`src/sv/afl_pkg.sv`:
```
package afl_pkg;

  localparam int SAMPLE_W    = 16;
  localparam int MAG_W       = 16;
  localparam int SUM_W       = 28;
  localparam int CNT_W       = 13;
  localparam int MEAN_W      = 17;
  localparam int LVL_W       = 16;
  localparam int DB_OUT_W    = 15;
  localparam int DB_W        = 16;
  localparam int SCALE_W     = 7;
  localparam int THR_W       = 8;
  localparam int CFG_IDX_W   = 1;
  localparam int CFG_DATA_W  = 8;
  localparam int MUL_A_W     = 16;
  localparam int MUL_B_W     = 11;
  localparam int PROD_W      = 27;

  localparam int MAX_SAMPLES = 4096;
  localparam int FULL_SCALE  = 32768;
  localparam int FLOOR_DB    = -100;
  localparam int FLOOR_Q     = FLOOR_DB * 256;
  localparam int DB_PER_OCT  = 1541;    // 20*log10(2) in Q8.8
  localparam int SCALE_RST   = 1;
  localparam int THR_RST     = -80;
  localparam int SAT_HI      = 16383;
  localparam int SAT_LO      = -16384;

  // round(256*log2(1+i/32))
  localparam logic [7:0] LOG2_FRAC [32] = '{
    8'd0,   8'd11,  8'd22,  8'd33,  8'd44,  8'd54,  8'd63,  8'd73,
    8'd82,  8'd92,  8'd100, 8'd109, 8'd118, 8'd126, 8'd134, 8'd142,
    8'd150, 8'd157, 8'd165, 8'd172, 8'd179, 8'd186, 8'd193, 8'd200,
    8'd207, 8'd213, 8'd220, 8'd226, 8'd232, 8'd238, 8'd244, 8'd250
  };

  // elaboration-time log2 in Q8.8, same rule as the runtime path
  function automatic int log2_q88_c(input int unsigned x);
    int          p;
    int unsigned idx;
    p = 0;
    for (int k = 0; k < 32; k++) begin
      if ((x >> k) != 0) p = k;
    end
    if (p >= 5) idx = (x >> (p - 5)) & 31;
    else        idx = (x << (5 - p)) & 31;
    return p * 256 + int'(LOG2_FRAC[idx]);
  endfunction

  localparam int LOG2_FS = log2_q88_c(FULL_SCALE);

  typedef enum logic [CFG_IDX_W-1:0] {
    CFG_LEVEL_SCALE,
    CFG_SILENCE_THR
  } afl_cfg_idx_t;

  typedef enum logic [1:0] {
    ST_ACC,
    ST_DIV,
    ST_DB,
    ST_OUT
  } afl_state_t;

  typedef enum logic [2:0] {
    DB_IDLE,
    DB_NORM,
    DB_LOG,
    DB_MUL1,
    DB_RND1,
    DB_MUL2,
    DB_RND2,
    DB_DONE
  } afl_db_state_t;

  typedef struct packed {
    logic             done;
    logic [SUM_W-1:0] quotient;
  } afl_div_res_t;

  typedef struct packed {
    logic                       done;
    logic signed [DB_OUT_W-1:0] level_db;
    logic                       silent;
  } afl_db_res_t;

endpackage

```
`src/sv/afl_if.sv`:
```
interface afl_in_if;
  import afl_pkg::*;
  logic                       valid;
  logic                       ready;
  logic signed [SAMPLE_W-1:0] sample;
  logic                       last_of_frame;
  modport source (output valid, sample, last_of_frame, input ready);
  modport sink   (input valid, sample, last_of_frame, output ready);
endinterface

interface afl_out_if;
  import afl_pkg::*;
  logic                       valid;
  logic                       ready;
  logic [LVL_W-1:0]           mean_level;
  logic [LVL_W-1:0]           peak_level;
  logic signed [DB_OUT_W-1:0] level_db;
  logic                       silent;
  modport source (output valid, mean_level, peak_level, level_db, silent, input ready);
  modport sink   (input valid, mean_level, peak_level, level_db, silent, output ready);
endinterface

```
`src/sv/audio_frame_level_meter.sv`:
```
// Channel  | Dir | Payload                                   | Request taken when
// in_s     | in  | sample, last_of_frame                     | valid && ready
// out_s    | out | mean_level, peak_level, level_db, silent  | valid && ready
// cfg      | in  | cfg_idx, cfg_wdata                        | cfg_we
//
// Samples that do not end a frame stream back to back while in ST_ACC.
// A frame end holds in_s.ready low through the 28 divider steps, the leading-one
// search, the log, multiply and round steps, and the handoff through ST_OUT.
// Reset (rst_n low, synchronous) clears accumulators, sequencers and out valid;
// level_scale returns to 1 and the threshold to -80 dB.
// A result waits in an output register; a second frame end stalls in ST_OUT.
module audio_frame_level_meter (
  input  logic                             clk,
  input  logic                             rst_n,
  afl_in_if.sink                           in_s,
  afl_out_if.source                        out_s,
  input  logic                             cfg_we,
  input  logic [afl_pkg::CFG_IDX_W-1:0]    cfg_idx,
  input  logic [afl_pkg::CFG_DATA_W-1:0]   cfg_wdata
);
  import afl_pkg::*;

  afl_state_t             state_r, state_nxt;

  // config
  logic [SCALE_W-1:0]     scale_r;
  logic signed [THR_W-1:0] thr_r;

  // frame accumulators
  logic [SUM_W-1:0]       sum_r;
  logic [MAG_W-1:0]       peak_r;
  logic [CNT_W-1:0]       cnt_r;
  logic [MAG_W-1:0]       peak_hold_r;
  logic [LVL_W-1:0]       mean_hold_r;

  // output register
  logic                       out_valid_r;
  logic [LVL_W-1:0]           mean_o_r;
  logic [LVL_W-1:0]           peak_o_r;
  logic signed [DB_OUT_W-1:0] lvl_o_r;
  logic                       silent_o_r;

  logic                   in_ready;
  logic                   accept;
  logic                   frame_end;
  logic [MAG_W-1:0]       mag_c;
  logic                   take_c;
  logic [SUM_W-1:0]       sum_nxt;
  logic [MAG_W-1:0]       peak_nxt;
  logic [CNT_W-1:0]       cnt_nxt;
  logic                   div_start;
  logic                   db_start;
  logic                   load_out;
  afl_div_res_t           div_res;
  afl_db_res_t            db_res;

  assign accept    = in_s.valid && in_ready;
  assign frame_end = accept && in_s.last_of_frame;

  // -32768 comes out as 32768 in the unsigned magnitude
  assign mag_c  = in_s.sample[SAMPLE_W-1] ? MAG_W'(~in_s.sample + 1'b1)
                                          : MAG_W'(in_s.sample);
  // samples past the frame limit are dropped, the end flag still counts
  assign take_c = cnt_r < CNT_W'(MAX_SAMPLES);

  always_comb begin
    sum_nxt  = sum_r;
    peak_nxt = peak_r;
    cnt_nxt  = cnt_r;
    if (take_c) begin
      sum_nxt = sum_r + SUM_W'(mag_c);
      cnt_nxt = cnt_r + 1'b1;
      if (mag_c > peak_r) peak_nxt = mag_c;
    end
  end

  // next state
  always_comb begin
    state_nxt = state_r;
    unique case (state_r)
      ST_ACC: if (frame_end) state_nxt = ST_DIV;
      ST_DIV: if (div_res.done) state_nxt = ST_DB;
      ST_DB:  if (db_res.done) state_nxt = ST_OUT;
      ST_OUT: if (!out_valid_r || out_s.ready) state_nxt = ST_ACC;
    endcase
  end

  // control outputs
  always_comb begin
    in_ready  = 1'b0;
    div_start = 1'b0;
    db_start  = 1'b0;
    load_out  = 1'b0;
    unique case (state_r)
      ST_ACC: begin
        in_ready  = 1'b1;
        div_start = frame_end;
      end
      ST_DIV: db_start = div_res.done;
      ST_DB:  ;
      ST_OUT: load_out = !out_valid_r || out_s.ready;
    endcase
  end

  always_ff @(posedge clk) begin
    if (!rst_n) begin
      state_r     <= ST_ACC;
      sum_r       <= '0;
      peak_r      <= '0;
      cnt_r       <= '0;
      out_valid_r <= 1'b0;
      scale_r     <= SCALE_W'(SCALE_RST);
      thr_r       <= THR_W'(THR_RST);
    end else begin
      state_r <= state_nxt;
      if (accept) begin
        if (in_s.last_of_frame) begin
          sum_r  <= '0;
          peak_r <= '0;
          cnt_r  <= '0;
        end else begin
          sum_r  <= sum_nxt;
          peak_r <= peak_nxt;
          cnt_r  <= cnt_nxt;
        end
      end
      if (load_out)         out_valid_r <= 1'b1;
      else if (out_s.ready) out_valid_r <= 1'b0;
      if (cfg_we) begin
        unique case (cfg_idx)
          CFG_LEVEL_SCALE: scale_r <= cfg_wdata[SCALE_W-1:0];
          CFG_SILENCE_THR: thr_r   <= cfg_wdata[THR_W-1:0];
        endcase
      end
    end
  end

  // result holding registers, no reset needed
  always_ff @(posedge clk) begin
    if (frame_end)    peak_hold_r <= peak_nxt;
    if (div_res.done) mean_hold_r <= div_res.quotient[LVL_W-1:0];
    if (load_out) begin
      mean_o_r   <= mean_hold_r;
      peak_o_r   <= peak_hold_r;
      lvl_o_r    <= db_res.level_db;
      silent_o_r <= db_res.silent;
    end
  end

  afl_div u_div (
    .clk      (clk),
    .rst_n    (rst_n),
    .start    (div_start),
    .dividend (sum_nxt),
    .divisor  (cnt_nxt),
    .res      (div_res)
  );

  afl_db u_db (
    .clk   (clk),
    .rst_n (rst_n),
    .start (db_start),
    .mean  (div_res.quotient[MEAN_W-1:0]),
    .scale (scale_r),
    .thr   (thr_r),
    .res   (db_res)
  );

  assign in_s.ready       = in_ready;
  assign out_s.valid      = out_valid_r;
  assign out_s.mean_level = mean_o_r;
  assign out_s.peak_level = peak_o_r;
  assign out_s.level_db   = lvl_o_r;
  assign out_s.silent     = silent_o_r;

endmodule

```
`src/sv/afl_div.sv`:
```
module afl_div (
  input  logic                          clk,
  input  logic                          rst_n,
  input  logic                          start,
  input  logic [afl_pkg::SUM_W-1:0]     dividend,
  input  logic [afl_pkg::CNT_W-1:0]     divisor,
  output afl_pkg::afl_div_res_t         res
);
  import afl_pkg::*;

  localparam int STEP_W = $clog2(SUM_W + 1);

  logic              busy_r;
  logic              done_r;
  logic [STEP_W-1:0] step_r;
  logic [SUM_W-1:0]  quo_r;
  logic [CNT_W-1:0]  rem_r;
  logic [CNT_W-1:0]  dvs_r;

  logic [CNT_W:0]    trial;
  logic              ge;
  logic [CNT_W:0]    diff;

  // restoring division, one quotient bit per cycle
  assign trial = {rem_r, quo_r[SUM_W-1]};
  assign ge    = trial >= {1'b0, dvs_r};
  assign diff  = trial - {1'b0, dvs_r};

  always_ff @(posedge clk) begin
    if (!rst_n) begin
      busy_r <= 1'b0;
      done_r <= 1'b0;
      step_r <= '0;
    end else begin
      done_r <= 1'b0;
      if (start) begin
        busy_r <= 1'b1;
        step_r <= STEP_W'(SUM_W);
      end else if (busy_r) begin
        step_r <= step_r - 1'b1;
        if (step_r == STEP_W'(1)) begin
          busy_r <= 1'b0;
          done_r <= 1'b1;
        end
      end
    end
  end

  always_ff @(posedge clk) begin
    if (start) begin
      quo_r <= dividend;
      rem_r <= '0;
      dvs_r <= divisor;
    end else if (busy_r) begin
      quo_r <= {quo_r[SUM_W-2:0], ge};
      rem_r <= ge ? diff[CNT_W-1:0] : trial[CNT_W-1:0];
    end
  end

  // empty count reads as a zero mean
  assign res.done     = done_r;
  assign res.quotient = (dvs_r == '0) ? '0 : quo_r;

endmodule

```
`src/sv/afl_db.sv`:
```
module afl_db (
  input  logic                               clk,
  input  logic                               rst_n,
  input  logic                               start,
  input  logic [afl_pkg::MEAN_W-1:0]         mean,
  input  logic [afl_pkg::SCALE_W-1:0]        scale,
  input  logic signed [afl_pkg::THR_W-1:0]   thr,
  output afl_pkg::afl_db_res_t               res
);
  import afl_pkg::*;

  afl_db_state_t              state_r, state_nxt;
  logic [MEAN_W-1:0]          x_r;
  logic [4:0]                 p_r;
  logic                       zero_r;
  logic                       dneg_r;
  logic [MUL_A_W-1:0]         dmag_r;
  logic [PROD_W-1:0]          prod_r;
  logic signed [DB_W-1:0]     db_r;
  logic signed [DB_OUT_W-1:0] level_r;
  logic                       silent_r;

  logic [MUL_A_W-1:0]         mul_a;
  logic [MUL_B_W-1:0]         mul_b;
  logic [PROD_W-1:0]          mul_p;
  logic [PROD_W-1:0]          rnd;
  logic [PROD_W-9:0]          q;
  logic signed [DB_W-1:0]     d_c;
  logic signed [PROD_W-8:0]   cand;
  logic signed [DB_W-1:0]     db_c;
  logic signed [DB_W-1:0]     thr_q;
  logic signed [PROD_W-8:0]   scaled;
  logic                       done;

  // shared multiplier and rounder
  assign mul_p = mul_a * mul_b;
  assign rnd   = prod_r + PROD_W'(128);
  assign q     = rnd[PROD_W-1:8];

  assign d_c = $signed({3'b000, p_r, 8'h00})
             + $signed({8'h00, LOG2_FRAC[x_r[MEAN_W-2 -: 5]]})
             - DB_W'(LOG2_FS);

  assign cand  = dneg_r ? -$signed({1'b0, q}) : $signed({1'b0, q});
  assign thr_q = {thr, 8'h00};

  always_comb begin
    if (zero_r || cand < (PROD_W-7)'(FLOOR_Q)) db_c = DB_W'(FLOOR_Q);
    else                                       db_c = cand[DB_W-1:0];
  end

  always_comb begin
    scaled = db_r[DB_W-1] ? -$signed({1'b0, q}) : $signed({1'b0, q});
  end

  // next state
  always_comb begin
    state_nxt = state_r;
    unique case (state_r)
      DB_IDLE: if (start) state_nxt = DB_NORM;
      DB_NORM: if (zero_r || x_r[MEAN_W-1]) state_nxt = DB_LOG;
      DB_LOG:  state_nxt = DB_MUL1;
      DB_MUL1: state_nxt = DB_RND1;
      DB_RND1: state_nxt = DB_MUL2;
      DB_MUL2: state_nxt = DB_RND2;
      DB_RND2: state_nxt = DB_DONE;
      DB_DONE: state_nxt = DB_IDLE;
    endcase
  end

  // multiplier operands and done strobe
  always_comb begin
    mul_a = dmag_r;
    mul_b = MUL_B_W'(DB_PER_OCT);
    done  = 1'b0;
    unique case (state_r)
      DB_MUL2: begin
        mul_a = db_r[DB_W-1] ? MUL_A_W'(-db_r) : MUL_A_W'(db_r);
        mul_b = MUL_B_W'(scale);
      end
      DB_DONE: done = 1'b1;
      default: ;
    endcase
  end

  always_ff @(posedge clk) begin
    if (!rst_n) state_r <= DB_IDLE;
    else        state_r <= state_nxt;
  end

  always_ff @(posedge clk) begin
    unique case (state_r)
      DB_IDLE: if (start) begin
        x_r    <= mean;
        p_r    <= 5'(MEAN_W - 1);
        zero_r <= (mean == '0);
      end
      DB_NORM: if (!(zero_r || x_r[MEAN_W-1])) begin
        x_r <= {x_r[MEAN_W-2:0], 1'b0};
        p_r <= p_r - 1'b1;
      end
      DB_LOG: begin
        dneg_r <= d_c[DB_W-1];
        dmag_r <= d_c[DB_W-1] ? MUL_A_W'(-d_c) : MUL_A_W'(d_c);
      end
      DB_MUL1, DB_MUL2: prod_r <= mul_p;
      DB_RND1: begin
        db_r     <= db_c;
        silent_r <= db_c <= thr_q;
      end
      DB_RND2: begin
        if (scaled > (PROD_W-7)'(SAT_HI))      level_r <= DB_OUT_W'(SAT_HI);
        else if (scaled < (PROD_W-7)'(SAT_LO)) level_r <= DB_OUT_W'(SAT_LO);
        else                                   level_r <= scaled[DB_OUT_W-1:0];
      end
      DB_DONE: ;
    endcase
  end

  assign res.done     = done;
  assign res.level_db = level_r;
  assign res.silent   = silent_r;

endmodule

```
`src/flat_wrapper.sv`:
```
// flat-port wrapper written by rule: the top's interface ports become plain ports
module audio_frame_level_meter_flat import afl_pkg::*;
  (clk, rst_n, cfg_we, cfg_idx, cfg_wdata, in_s_valid, in_s_sample, in_s_last_of_frame, in_s_ready, out_s_valid, out_s_mean_level, out_s_peak_level, out_s_level_db, out_s_silent, out_s_ready);
  afl_in_if in_s_i ();
  afl_out_if out_s_i ();
  input  logic clk;
  input  logic rst_n;
  input  logic cfg_we;
  input  logic [afl_pkg::CFG_IDX_W-1:0] cfg_idx;
  input  logic [afl_pkg::CFG_DATA_W-1:0] cfg_wdata;
  input wire logic [$bits(in_s_i.valid)-1:0] in_s_valid;
  input wire logic [$bits(in_s_i.sample)-1:0] in_s_sample;
  input wire logic [$bits(in_s_i.last_of_frame)-1:0] in_s_last_of_frame;
  output wire logic [$bits(in_s_i.ready)-1:0] in_s_ready;
  output wire logic [$bits(out_s_i.valid)-1:0] out_s_valid;
  output wire logic [$bits(out_s_i.mean_level)-1:0] out_s_mean_level;
  output wire logic [$bits(out_s_i.peak_level)-1:0] out_s_peak_level;
  output wire logic [$bits(out_s_i.level_db)-1:0] out_s_level_db;
  output wire logic [$bits(out_s_i.silent)-1:0] out_s_silent;
  input wire logic [$bits(out_s_i.ready)-1:0] out_s_ready;
  assign in_s_i.valid = in_s_valid;
  assign in_s_i.sample = in_s_sample;
  assign in_s_i.last_of_frame = in_s_last_of_frame;
  assign in_s_ready = in_s_i.ready;
  assign out_s_valid = out_s_i.valid;
  assign out_s_mean_level = out_s_i.mean_level;
  assign out_s_peak_level = out_s_i.peak_level;
  assign out_s_level_db = out_s_i.level_db;
  assign out_s_silent = out_s_i.silent;
  assign out_s_i.ready = out_s_ready;
  audio_frame_level_meter u_core (.clk(clk), .rst_n(rst_n), .in_s(in_s_i), .out_s(out_s_i), .cfg_we(cfg_we), .cfg_idx(cfg_idx), .cfg_wdata(cfg_wdata));
endmodule
```
`config.mk`:
```
export PLATFORM = sky130hd
export DESIGN_NAME = audio_frame_level_meter_flat
export DESIGN_NICKNAME = d
export VERILOG_FILES = /design/src/sv/afl_pkg.sv /design/src/sv/afl_if.sv /design/src/sv/audio_frame_level_meter.sv /design/src/sv/afl_div.sv /design/src/sv/afl_db.sv /design/src/flat_wrapper.sv
export SDC_FILE = /design/constraint.sdc
export NUM_CORES = 1
export LEC_CHECK = 0
export ABC_AREA = 1
export BUFFER_PORTS_ARGS = -buffer_cell sky130_fd_sc_hd__buf_4
export CORE_ASPECT_RATIO = 2
export CORE_MARGIN = 2
export CORE_UTILIZATION = 30
export DETAILED_ROUTE_END_ITERATION = 8
export GPL_TIMING_DRIVEN = 0
export PLACE_DENSITY = 0.54
export SLEW_MARGIN = 30
export SYNTH_ARGS = -nofsm -noshare
export SYNTH_HDL_FRONTEND = slang
export SYNTH_SLANG_ARGS = --single-unit
```
`constraint.sdc`:
```
create_clock -name clk -period 6.3 [get_ports clk]
set_input_delay 0.63 -clock clk [delete_from_list [all_inputs] [get_ports clk]]
set_output_delay 0.63 -clock clk [all_outputs]
set_load 0.01 [all_outputs]
```
==> flow_summary.yaml <==
timing:
  finalMaxSlewViolations: 0
  timing.final.crit_share: 0.9775
  period_minus_slack_ns: 6.158
  finalSetupViolCount: 0
  maxClockFrequency_mhz: 162.4
  worstMarginPinSlew_ns: 0.9648
  clock_skew_ns: 0.01232
  grt_setup_unrepaired: "yes"
  slew_headroom: 0.3500
  final-hold-violation-count: 0
  final.hold.worst_slack_ns: 0.2386
logic_synthesis:
  yosys_most_used_dff: "sky130_fd_sc_hd__edfxtp_1"
  synthDistinctLibCells: 56
  mappedNetlistArea_um2: 21960
  number_of_enable_type_register_cells_in_the_synthesized_netlist: 213
  synth_area_per_cell_um2: 8.180
  ys_top_cells_by_area: "sky130_fd_sc_hd__edfxtp_1 29%, sky130_fd_sc_hd__nand2_1 10%, sky130_fd_sc_hd__ha_1 9.6%"
  synth.ff_latch_count: 311
  post-synth-top-area-cell: "sky130_fd_sc_hd__edfxtp_1"
  synth_sequential_area_ratio: 0.3807
  area_fraction_of_the_dominant_cell_type_after_synthesis: 0.2913
  yosys_synthesis_warning_count: 0
  synthesis.instances: 2684
  async_reset_ff_frac: 0
min_path:
  hold_path_class: "input port to flop"
critical_path:
  worst-path-max-fanout: 5
  timing.critical_path.arrival_ns: 6.52
  setup.worst_path.end_class: "flop"
  worstSetupPathType: "flop to flop"
  worst_reg2reg_setup_slack_ns: 0.14
  timing.critical_path.slowest_stage_cell: "sky130_fd_sc_hd__fa_1"
  max_stage_delay_ns: 0.55
  timing.critical_path.required_ns: 6.66
  worstSetupStartpointType: "flop"
  timing.critical_path.mode_cell: "sky130_fd_sc_hd__fa_1"
layout:
  synthToLayoutAreaGrowth_pct: 17.92
  finish.utilization: 0.3561
  drive_above_1_share: 0.1252
  num-nets-final: 3127
clocking:
  insertion_delay_ns: 0.62
  cts_made_buffers: 31
  ctsLongestPathBuffers: 3
  htree_num_levels: 1
  cts.sink_count: 311
  postCtsHoldBufs: 0
  worst_setup_hold_path_clk_slew_ns: 0.07
  cts_tree: "yes"
  cts.root.buffer_cell: "sky130_fd_sc_hd__clkbuf_16"
drt:
  via_count: 18150
  drt-pass1-iter-count: 7
  wl_um: 68620
  dr.first_iter.drc_count: 760
  antenna_left: 0
  detail_routed_via_count_per_cell: 4.797
  wl_per_cell_um: 18.14
  drc: 0
power:
  vdd_ir_drop_max_mv: 0.2262
  totalPowerFinal_w: 0.005739
  power_leakage_nw: 11.21
  p_per_area_nw_per_um2: 221.7
die:
  initial_core_util: 0.3020
  die_w_um: 195.3
  ioPinCount: 81
  fp.dieArea_um2: 75500
  num_rows: 140
  die_height_um: 386.6
  fp.coreArea_um2: 72690
status:
  status: "complete, no violations"
grt:
  gr_usage_total: 0.1820
  grt_max_degree: 34
  global_route.overflow_total: 0
  global_route_wire_length_before_repair_um: 103900
  grt_pass1_vias: 18710
  antenna_violations_before_repair: 2
placed_design:
  hpwl_um: 56620
  io_buf_count: 80
  gp_routability_congestion: 0.9802
flow_run:
  drv_cap: 0
## path summary, 6_finish.rpt
check | startpoint | end | cells past startpoint
max | u_core.u_db.db_r[0]$_DFFE_PP_ | u_core.u_db.prod_r[24]$_DFFE_PP_ | 28
min | cfg_wdata[7] | u_core.thr_r[7]$_SDFFE_PN1P_ | 3
max reg2reg | u_core.u_db.db_r[0]$_DFFE_PP_ | u_core.u_db.prod_r[24]$_DFFE_PP_ | 28
min reg2reg | u_core.u_db.level_r[8]$_SDFFCE_PN1P_ | u_core.out_s.level_db[8]$_DFFE_PP_ | 0
## metrics by stage
stage | worst slack [ns] | cell area (um^2) | instances | setup TNS (ns)
after floorplan | 0.3286 | 21960 | 2685 | 0
after CTS | -0.008172 | 25440 | 3763 | -0.01239
after detailed placement | -1.357 | 23920 | 3697 | -16.40
after global routing | -0.07224 | 25890 | 3783 | -0.2368
after global placement | -1.488 | 23720 | 3688 | -19.04
final | 0.1418 | 25890 | 3783 | 0
## per-layer routing
| metal | vias up | share of wire | global-route usage |
|---|---|---|---|
| li1 | 9036 | - | - |
| met1 | 8569 | 0.31 | 0.1528 |
| met2 | 359 | 0.58 | 0.3792 |
| met3 | 182 | 0.027 | 0.01787 |
| met4 | 2 | 0.085 | 0.1332 |
| met5 | - | 0.00022 | 0 |
## synthesized netlist by cell type (12+ instances only)
master and instances:
sky130_fd_sc_hd__a21oi_1 169, sky130_fd_sc_hd__xor2_1 59, sky130_fd_sc_hd__nand3_1 109, sky130_fd_sc_hd__ha_1 169
sky130_fd_sc_hd__nand4_1 24, sky130_fd_sc_hd__nor2_1 240, sky130_fd_sc_hd__o21ai_1 12, sky130_fd_sc_hd__o211ai_1 18
sky130_fd_sc_hd__nor3_1 39, sky130_fd_sc_hd__fa_1 93, sky130_fd_sc_hd__dfxtp_1 98, sky130_fd_sc_hd__or2_2 16
sky130_fd_sc_hd__nand2_1 606, sky130_fd_sc_hd__nand2_2 14, sky130_fd_sc_hd__inv_1 424, sky130_fd_sc_hd__xnor2_1 34
sky130_fd_sc_hd__edfxtp_1 213, sky130_fd_sc_hd__o21ai_0 168, sky130_fd_sc_hd__clkbuf_1 57
## layout by cell type (no fill, tap or decap), types with 13 or more instances in the layout
cell,synthesis,final
sky130_fd_sc_hd__o211ai_1,18,18
sky130_fd_sc_hd__nor3_1,39,31
sky130_fd_sc_hd__a21oi_1,169,159
sky130_fd_sc_hd__xor2_1,59,58
sky130_fd_sc_hd__buf_4,1,114
sky130_fd_sc_hd__clkbuf_16,0,31
sky130_fd_sc_hd__nand4_1,24,24
sky130_fd_sc_hd__o21ai_0,168,160
sky130_fd_sc_hd__dfxtp_1,98,96
sky130_fd_sc_hd__edfxtp_1,213,213
sky130_fd_sc_hd__o21ai_1,12,13
sky130_fd_sc_hd__ha_1,169,158
sky130_fd_sc_hd__nand3_1,109,100
sky130_fd_sc_hd__xnor2_1,34,33
sky130_fd_sc_hd__clkbuf_1,57,49
sky130_fd_sc_hd__nor2_1,240,231
sky130_fd_sc_hd__or2_2,16,15
sky130_fd_sc_hd__fa_1,93,92
sky130_fd_sc_hd__inv_2,7,17
sky130_fd_sc_hd__nand2_2,14,39
sky130_fd_sc_hd__nand2_1,606,575
sky130_fd_sc_hd__inv_1,424,409
## area by class of cell
class / instances / area, um^2
Antenna cell: 1 / 2.502
Multi-Input combinational cell: 1867 / 12360
Tap cell: 923 / 1155
Buffer: 66 / 289.0
Clock buffer: 32 / 789.5
Fill cell: 7563 / 46800
Sequential cell: 311 / 8361
Timing Repair Buffer: 118 / 984.7
Inverter: 439 / 1663
Clock inverter: 26 / 289.0
## worst max-delay path: cells and delay by family (launching register included)
kind / cells / cell delay [ns]
and+or+nand+nor: 7 / 0.79
AOI/OAI and AO/OA: 5 / 0.93
buffers and inverters: 7 / 0.56
xor gates and xnor gates: 2 / 0.27
DFF: 1 / 0.45
adders and majority gates: 7 / 2.93
## flip-flops by register name, indices dropped and copies added, names as in the netlist, 2 cells and up
name and cells:
u_core.u_div.rem_r 13, u_core.u_div.dvs_r 13, u_core.u_div.step_r 5, u_core.u_db.x_r 17
u_core.u_db.level_r 15, u_core.thr_r 8, u_core.scale_r 7, u_core.out_s.peak_level 16
u_core.out_s.level_db 15, u_core.peak_hold_r 16, u_core.u_db.p_r 5, u_core.state_r 2
u_core.peak_r 16, u_core.u_db.prod_r 20, u_core.u_db.dmag_r 16, u_core.mean_hold_r 16
u_core.u_div.quo_r 28, u_core.sum_r 28, u_core.u_db.db_r 16, u_core.out_s.mean_level 16
u_core.u_db.state_r 3, u_core.cnt_r 13
## where the power goes
| part | internal, W | switching, W |
|---|---|---|
| clock network | 0.00110 | 0.000916 |
| logic | 0.000396 | 0.000825 |
| registers | 0.00241 | 0.0000930 |
## cells by family after synthesis
kind of cell | synth area share
fa+ha+maj | 0.1811
xor+xnor | 0.03710
buf+inv | 0.08742
other cells | 0.0001708
flops | 0.3807
compound gates | 0.1062
simple gates | 0.2074
## repair_timing
| item | 4_1_cts | 5_1_grt |
|---|---|---|
| gates resized for setup | 93 | 81 |
| pin swaps | 19 | 56 |
| endpoints found under the setup margin | 17 | 13 |
| setup buffers | 10 | 19 |
Power figures use the tool's default switching activity.
